**src/hw/rtl/wsp_pkg.sv**
```systemverilog
// Shared types and constants for the world-to-screen projection block.
package wsp_pkg;

  localparam int unsigned DataW  = 32;
  localparam int unsigned VpW    = 14;
  localparam int unsigned IdxW   = 4;
  localparam int unsigned ClipW  = 68;   // sum of three Q.32 products and a translation
  localparam int unsigned MagW   = 69;   // |x + w| may need one more bit
  localparam int unsigned QuoW   = 50;   // 18 integer bits, 32 fraction bits
  localparam int unsigned QBitW  = 6;

  localparam logic [DataW-1:0] BehindQ16 = 32'hFC18_0000;
  localparam logic [VpW-1:0]   WidthRst  = 14'd1920;
  localparam logic [VpW-1:0]   HeightRst = 14'd1080;

  typedef enum logic [0:0] {
    FUNC_LOAD    = 1'b0,
    FUNC_PROJECT = 1'b1
  } func_t;

  typedef enum logic [0:0] {
    CFG_WIDTH  = 1'b0,
    CFG_HEIGHT = 1'b1
  } cfg_idx_t;

  typedef enum logic [3:0] {
    ST_IDLE,
    ST_LOAD,
    ST_MAC,
    ST_CHECK,
    ST_DIV_INIT,
    ST_DIV,
    ST_SCALE,
    ST_DONE,
    ST_OUT
  } state_t;

  // controller to datapath
  typedef struct packed {
    logic       capture;    // latch the accepted request
    logic       write_mat;  // store one matrix entry
    logic       mac_clear;
    logic       mac_step;   // one product term
    logic       div_init;   // start a division for the current axis
    logic       div_step;   // one quotient bit
    logic       scale;      // multiply quotient by viewport size
    logic       finish;     // write result register for the current axis
    logic       axis;       // 0 = x, 1 = y
    logic       behind;     // write behind-viewer result
    logic       out_load;   // present result
    logic       out_clear;  // result taken
  } wsp_cmd_t;

  // datapath to controller
  typedef struct packed {
    logic is_project;
    logic w_pos;
    logic mac_last;
    logic div_last;
    logic out_valid;
    logic out_ready;
  } wsp_sts_t;

endpackage

```
**src/hw/rtl/wsp_ctrl.sv**
```systemverilog
// Sequencer for loads and projections.
module wsp_ctrl (
  input  logic              clk,
  input  logic              rst,
  input  logic              in_valid,
  output logic              in_ready,
  input  wsp_pkg::wsp_sts_t sts,
  output wsp_pkg::wsp_cmd_t cmd
);

  wsp_pkg::state_t state, state_next;
  logic axis, axis_next;

  always_ff @(posedge clk) begin
    if (rst) begin
      state <= wsp_pkg::ST_IDLE;
      axis  <= 1'b0;
    end else begin
      state <= state_next;
      axis  <= axis_next;
    end
  end

  always_comb begin
    state_next = state;
    axis_next  = axis;
    case (state)
      wsp_pkg::ST_IDLE: begin
        if (in_valid) state_next = wsp_pkg::ST_LOAD;
      end
      wsp_pkg::ST_LOAD: begin
        state_next = sts.is_project ? wsp_pkg::ST_MAC : wsp_pkg::ST_IDLE;
      end
      wsp_pkg::ST_MAC: begin
        if (sts.mac_last) state_next = wsp_pkg::ST_CHECK;
      end
      wsp_pkg::ST_CHECK: begin
        axis_next  = 1'b0;
        state_next = sts.w_pos ? wsp_pkg::ST_DIV_INIT : wsp_pkg::ST_OUT;
      end
      wsp_pkg::ST_DIV_INIT: state_next = wsp_pkg::ST_DIV;
      wsp_pkg::ST_DIV: begin
        if (sts.div_last) state_next = wsp_pkg::ST_SCALE;
      end
      wsp_pkg::ST_SCALE: state_next = wsp_pkg::ST_DONE;
      wsp_pkg::ST_DONE: begin
        if (axis) begin
          state_next = wsp_pkg::ST_OUT;
        end else begin
          axis_next  = 1'b1;
          state_next = wsp_pkg::ST_DIV_INIT;
        end
      end
      wsp_pkg::ST_OUT: begin
        if (!sts.out_valid || sts.out_ready) state_next = wsp_pkg::ST_IDLE;
      end
      default: state_next = wsp_pkg::ST_IDLE;
    endcase
  end

  always_comb begin
    cmd          = '0;
    cmd.axis     = axis;
    in_ready     = 1'b0;
    cmd.out_clear = sts.out_valid && sts.out_ready;
    case (state)
      wsp_pkg::ST_IDLE: begin
        in_ready    = 1'b1;
        cmd.capture = in_valid;
      end
      wsp_pkg::ST_LOAD: begin
        cmd.write_mat = !sts.is_project;
        cmd.mac_clear = sts.is_project;
      end
      wsp_pkg::ST_MAC:      cmd.mac_step = 1'b1;
      wsp_pkg::ST_CHECK:    cmd.behind   = !sts.w_pos;
      wsp_pkg::ST_DIV_INIT: cmd.div_init = 1'b1;
      wsp_pkg::ST_DIV:      cmd.div_step = 1'b1;
      wsp_pkg::ST_SCALE:    cmd.scale    = 1'b1;
      wsp_pkg::ST_DONE:     cmd.finish   = 1'b1;
      wsp_pkg::ST_OUT: begin
        cmd.out_load = !sts.out_valid || sts.out_ready;
      end
      default: cmd = '0;
    endcase
  end

endmodule

```
**config.mk**
```make
export PLATFORM = sky130hd
export DESIGN_NAME = wsp_ctrl
export DESIGN_NICKNAME = d
export VERILOG_FILES = /design/src/hw/rtl/wsp_pkg.sv /design/src/hw/rtl/wsp_ctrl.sv
export SDC_FILE = /design/constraint.sdc
export NUM_CORES = 1
export LEC_CHECK = 0
export BUFFER_PORTS_ARGS = -buffer_cell sky130_fd_sc_hd__clkbuf_2
export CAP_MARGIN = 15
export CORE_AREA = 2 2 39 41
export CTS_CLUSTER_SIZE = 20
export DETAILED_ROUTE_END_ITERATION = 7
export DIE_AREA = 0 0 41 43
export GPL_TIMING_DRIVEN = 0
export PLACE_DENSITY = 0.66
export SYNTH_ARGS = -nofsm -noshare
export SYNTH_HDL_FRONTEND = slang
export SYNTH_SLANG_ARGS = --single-unit
export TNS_END_PERCENT = 1
```
**constraint.sdc**
```tcl
create_clock -name clk -period 1.15 [get_ports clk]
set_input_delay 0.23 -clock clk [delete_from_list [all_inputs] [get_ports clk]]
set_output_delay 0.23 -clock clk [all_outputs]
set_load 0.1 [all_outputs]
```
==> results of run 1 <==
repair_timing:
action / 4_1_cts / 5_1_grt
endpoints found under the setup margin: 17 / 16
pin swaps: 8 / 2
gates resized for setup: 47 / 12
buffers inserted: 11 / 0
through the flow:
step,TNS (ns),setup slack [ns],utilization (%)
after floorplan,-11.79,-1.21,-
after detailed placement,-6.48,-0.586,44.8
after CTS,-6.10,-0.497,69.3
after global placement,-6.33,-0.597,44.8
final,-6.17,-0.505,71.2
after global routing,-7.10,-0.574,71.2
Yosys cell counts (2+ instances only):
cell type	number	area, µm²
nand2b_1	4	25.0
dfxtp_1	5	100
nor4_1	3	18.8
a21oi_1	3	15.0
o21ai_0	2	10.0
nor2_1	8	30.0
nand3_1	2	10.0
and2_1	3	18.8
clkbuf_1	2	7.51
o31ai_1	2	15.0
nand2_1	4	15.0
nor3_1	3	15.0
worst max-delay path: stages, from the launching register on:
cell and delay (ns):
dfxtp_2 0.33, buf_6 0.14, nor3_4 0.19, nand2b_4 0.15
and3_4 0.18, clkbuf_16 0.19
cell type report:
class / count / area [µm²] / area share (%)
multi-input cells: 45 / 388 / 39.4
repair buffers: 32 / 357 / 36.2
plain buffers: 5 / 80.1 / 8.13
inverters: 1 / 3.75 / 0.381
clock buffers: 4 / 26.3 / 2.67
flip-flops and latches: 5 / 110 / 11.2
well taps: 16 / 20.0 / 2.03
power by group:
part	internal, W	switching (W)
clock network	0.000132	0.0000858
registers	0.000178	0.00000544
logic	0.000178	0.000248
cells by family after synthesis:
| kind of cell | after synthesis |
|---|---|
| buf+inv | 6 |
| compound gates | 10 |
| simple gates | 34 |
| flops | 5 |
| mux | 1 |
registers in the layout, summed over array words and instances, names as in the netlist:
name,cells
state,4
axis,1
worst paths after layout:
check,from,end,cells past startpoint
worst max-delay path,state[0],cmd[0],5
worst min-delay path,rst,state[3],2
worst max register to register,state[1],state[1],5
worst min register to register,axis,axis,2
metal layers:
layer	part of all wire [%]	global-route usage (%)	vias up	wire (µm)
li1	-	-	272	-
met1	40	21.9	251	597
met2	52	32.5	24	773
met3	5.0	1.57	5	75
met4	2.8	12.0	0	41
met5	0	0	-	0
placed cells by master (no fill, tap or decap), types with 2 or more instances in the layout:
| master | n |
|---|---|
| nor3_4 | 2 |
| nor2_1 | 8 |
| nand3_1 | 2 |
| clkbuf_4 | 3 |
| dfxtp_4 | 2 |
| clkbuf_8 | 5 |
| clkbuf_2 | 8 |
| and2_4 | 2 |
| dfxtp_2 | 2 |
| o21ai_0 | 2 |
| nand2b_4 | 2 |
| clkbuf_16 | 6 |
| buf_4 | 12 |
| buf_8 | 3 |
| a21oi_1 | 3 |
| nor4_4 | 3 |
| buf_6 | 2 |
| nand2_1 | 3 |
==> results.py, run 1 <==
metrics = {
    "run_status": {
        "outcome": "finished, violations left",
        "violations": "negative setup slack",
    },
    "final_layout": {
        "fin_area_um2": 985,
        "antenna_cells": 0,
        "final_cells": 108,
        "nNetsFinal": 102,
        "fill_cells": 102,
        "area_delta_synth_final_pct": 147,
        "drive_gt1_share_pct": 67.4,
    },
    "timing": {
        "fmax_mhz": 604,
        "setup_viol": 16,
        "slew_viol_final": 0,
        "period_share_pct": 144,
        "tightest_slew_ns": 0.255,
        "skew_ns": 0.00208,
        "hold_viol": 0,
        "holdWs_ns": 0.210,
        "fin_ws_ns": -0.505,
        "rsz0062_at_grt": "true",
        "period_minus_slack_ns": 1.66,
        "max_slew_margin_pct": 82.9,
    },
    "global_routing": {
        "antenna_found_initial": 0,
        "gr-total-overflow": 0,
        "grt_start_max_net_pins": 11,
        "grt_use_total_pct": 19.4,
        "grt_pass1_wl_um": 2280,
        "grt_pass1_vias": 547,
    },
    "die": {
        "start_util_pct": 28.8,
        "chipHeight_um": 43,
        "die_area_um2": 1760,
        "dieWidth_um": 41,
        "rows": 14,
        "pin_count": 22,
        "fp.coreArea_um2": 1380,
    },
    "routing": {
        "drc_errors": 0,
        "routed_wl_um": 1490,
        "viasPerCell": 5.11,
        "dr.pass1.iters": 4,
        "vias": 552,
        "ant_nets": 0,
        "drtIter0Drc": 13,
        "wl_per_cell_um": 13.8,
    },
    "logic_synthesis": {
        "ys_seq_area_share_pct": 25.1,
        "syn_area_per_cell_um2": 7.13,
        "muxShareOfSynthArea_pct": 3.76,
        "synth_top_family_by_area": "simple AND/OR/NAND/NOR gates",
        "netlist_instances": 56,
        "synthAdderAreaFrac_pct": 0,
        "async_flop_share_pct": 0,
        "synth_xor_area_share_pct": 0,
        "netlist_area_um2": 399,
        "synth_edf_count": 0,
        "synth_compound_area_share_pct": 16.3,
        "ys_ff_latch": 5,
        "synth-simple-area-share_pct": 46.1,
        "synth-main-ff-cell": "dfxtp_1",
        "ys_types": 27,
        "yosysWarnings": 0,
        "synth_fp_nets": 65,
    },
    "placed_design": {
        "portBuffers": 21,
        "dpl.hpwl_um": 839,
        "dpl.cell_count": 93,
        "place_area_um2": 621,
        "gp_congestion": 0.798,
    },
    "cts": {
        "holdBufCountCts": 0,
        "cts_buffers": 3,
        "htree_num_levels": 1,
        "cts-root-buf": "clkbuf_4",
        "clk_pin_slew_worst_paths_ns": 0.05,
        "clk_latency_ns": 0.25,
        "clk_path_buf_depth": 2,
        "cts_tree": "built",
        "clock_sinks": 5,
    },
    "setup_path": {
        "worst-endpoint-required_ns": 0.92,
        "critPathKind": "flip-flop to output port",
        "endpoint_kind": "output port",
        "cp_max_fo": 7,
        "arrival_ns": 1.43,
        "rrSetupSlack_ns": -0.30,
        "crit_path_start_kind": "flip-flop",
    },
    "pwr": {
        "powerDensity_nw_per_um2": 840,
        "irDropWorstVdd_mv": 0.635,
        "power.total_w": 0.000827,
        "p_leak_nw": 0.422,
    },
    "job": {
        "max_cap_violations": 0,
    },
    "hold_path": {
        "worstHoldPathType": "primary input to flip-flop",
    },
}
Note: power is estimated with default switching activity, not from simulation.
==> run 2, diff against run 1 <==
--- a/config.mk
+++ b/config.mk
@@ -5,7 +5,7 @@
 export SDC_FILE = /design/constraint.sdc
 export NUM_CORES = 1
 export LEC_CHECK = 0
-export BUFFER_PORTS_ARGS = -buffer_cell sky130_fd_sc_hd__clkbuf_2
+export BUFFER_PORTS_ARGS = -buffer_cell sky130_fd_sc_hd__buf_2
 export CAP_MARGIN = 15
 export CORE_AREA = 2 2 39 41
 export CTS_CLUSTER_SIZE = 20
==> run 2 against run 1 <==
Effect of this change:
- the flow still finishes with violations (negative setup slack)
- critical path depth did not move
- clock power fell by 8%
- die area is the same
- utilization decreased by 2.4 points
- critical endpoint unchanged
- register-to-register slack improved by 0.08 ns
- cell count fell by 1.9%
- largest cell class unchanged
==> results.py, run 2 (same netlist as run 1, synthesis figures left out) <==
metrics = {
    "setup_path": {
        "cp_top_family": "simple AND/OR/NAND/NOR gates",
        "cp_max_fo": 3,
        "arrival_ns": 1.43,
        "worst-endpoint-required_ns": 0.92,
        "r2r_cells": 3,
        "cpPeakStageDelay_ns": 0.35,
        "endpoint_kind": "output port",
        "path_buf_inv": 2,
        "regToRegStartpoint": "state[1]",
        "crit_chain": "buf_6 > nor3_4 > nand2b_4 > and3_4 > buf_12",
        "r2r_end": "state[1]",
        "crit_path_start_kind": "flip-flop",
        "cpMaxStageDelayCell": "dfxtp_4",
        "rrSetupSlack_ns": -0.22,
        "critPathKind": "flip-flop to output port",
    },
    "global_routing": {
        "grt_use_total_pct": 19.4,
        "antenna_found_initial": 0,
        "grt_pass1_wl_um": 2250,
        "gr-total-overflow": 0,
        "grt_pass1_vias": 540,
        "grt_start_max_net_pins": 11,
    },
    "hold_path": {
        "hold_start": "rst",
        "hold_end": "state[3]",
        "hold_depth": 2,
        "worstHoldPathType": "primary input to flip-flop",
    },
    "routing": {
        "drtIter0Drc": 26,
        "ant_nets": 0,
        "dr.pass1.iters": 4,
        "viasPerCell": 5.44,
        "routed_wl_um": 1550,
        "vias": 577,
        "drc_errors": 0,
        "wl_per_cell_um": 14.6,
    },
    "timing": {
        "max_slew_margin_pct": 81.7,
        "fin_ws_ns": -0.512,
        "rsz0062_at_grt": "true",
        "slew_viol_final": 0,
        "period_minus_slack_ns": 1.66,
        "setup_viol": 16,
        "holdWs_ns": 0.211,
        "skew_ns": 0.00364,
        "hold_viol": 0,
        "period_share_pct": 145,
        "fmax_mhz": 602,
        "tightest_slew_ns": 0.277,
    },
    "pwr": {
        "pwr-share-clk_pct": 25.8,
        "seq_power_share_pct": 24.4,
        "power_switching_w": 0.000320,
        "power.total_w": 0.000778,
        "irDropWorstVdd_mv": 0.467,
        "share_comb_of_total_power_pct": 49.8,
        "p_leak_nw": 0.401,
        "powerDensity_nw_per_um2": 817,
        "p_int_w": 0.000457,
        "switching_share_pct": 41.2,
    },
    "run_status": {
        "violations": "negative setup slack",
        "outcome": "finished, violations left",
    },
    "placed_design": {
        "portBuffers": 21,
        "place_area_um2": 621,
        "gp_congestion": 0.781,
        "dpl.hpwl_um": 849,
    },
    "final_layout": {
        "antenna_cells": 0,
        "final_core_util_pct": 68.8,
        "fin_area_um2": 952,
        "largest_reg_flops": 4,
        "regMostFlops": "state",
        "drive_gt1_share_pct": 65.6,
        "layout_common_cells": "buf_4 (9), buf_6 (8), buf_2 (8), buf_12 (7), nor2_1 (5)",
        "mostFrequentLayoutCell": "buf_4",
        "largestRegisters": "state x4, axis x1",
        "area_delta_synth_final_pct": 139,
        "nNetsFinal": 100,
    },
    "cts": {
        "clk_path_buf_depth": 2,
        "clock_sinks": 5,
        "cts_buffers": 3,
        "cts_tree": "built",
        "cts-root-buf": "clkbuf_4",
        "clk_latency_ns": 0.24,
        "htree_num_levels": 1,
        "clk_pin_slew_worst_paths_ns": 0.04,
    },
    "die": {
        "pin_count": 22,
        "rows": 14,
        "fp.coreArea_um2": 1380,
        "start_util_pct": 28.8,
        "chipHeight_um": 43,
        "dieWidth_um": 41,
        "die_area_um2": 1760,
    },
    "job": {
        "max_cap_violations": 0,
    },
}
==> run 2: layer usage <==
layer / share of wire, % / vias up / routed length [µm] / global-route usage, %
li1: - / 265 / - / -
met1: 37 / 277 / 574 / 19.9
met4: 0.13 / 0 / 2 / 13.3
met5: 0 / - / 0 / 0
met2: 57 / 33 / 881 / 30.9
met3: 5.9 / 2 / 91 / 6.28
==> run 2: layout make-up <==
cell class	instances	area [µm²]
Sequential cell	5	110
Clock buffer	4	26.3
Tap cell	16	20.0
Inverter	1	3.75
Timing Repair Buffer	31	329
Buffer	4	72.6
Multi-Input combinational cell	45	390
Fill cell	97	432
==> run 2: worst max-delay path by stage <==
stage / from / end / slack [ns] / cells past startpoint
after global placement: state[0] / cmd[0] / -0.56 / 5
after floorplan: state[3] / cmd[11] / -1.21 / 3
final: state[2] / cmd[0] / -0.51 / 5
after global routing: state[2] / cmd[0] / -0.55 / 5
after CTS: state[2] / cmd[11] / -0.47 / 4
after detailed placement: state[0] / cmd[0] / -0.56 / 5
==> run 2: stage by stage <==
step                setup slack [ns]  cells  TNS [ns]
CTS                           -0.475    104     -5.65
global placement              -0.560     93     -5.87
global route                  -0.554    106     -6.77
detailed placement            -0.557     93     -6.05
floorplan                      -1.21     56    -11.79
finish                        -0.512    106     -5.98
==> run 2: worst reg2reg max path, delay by kind of cell, from the launching register on <==
family	cells	cell delay [ns]
compound gates	2	0.46
flops	1	0.46
mux	1	0.34
==> run 2: repair_timing <==
item,in CTS,in global routing
pin swaps,6,3
gates resized for setup,51,13
hold buffers,0,0
gates cloned,1,0
buffers inserted,6,3
setup endpoints to repair,17,16
==> run 2: power groups by stage <==
stage / combinational (W) / sequential [W] / clock (W)
2_1_floorplan: 0.000249 / 0.000187 / 0
3_3_place_gp: 0.000298 / 0.000187 / 0
3_5_place_dp: 0.000300 / 0.000187 / 0
4_1_cts: 0.000383 / 0.000184 / 0.000206
5_1_grt: 0.000401 / 0.000191 / 0.000226
6_report: 0.000387 / 0.000190 / 0.000201
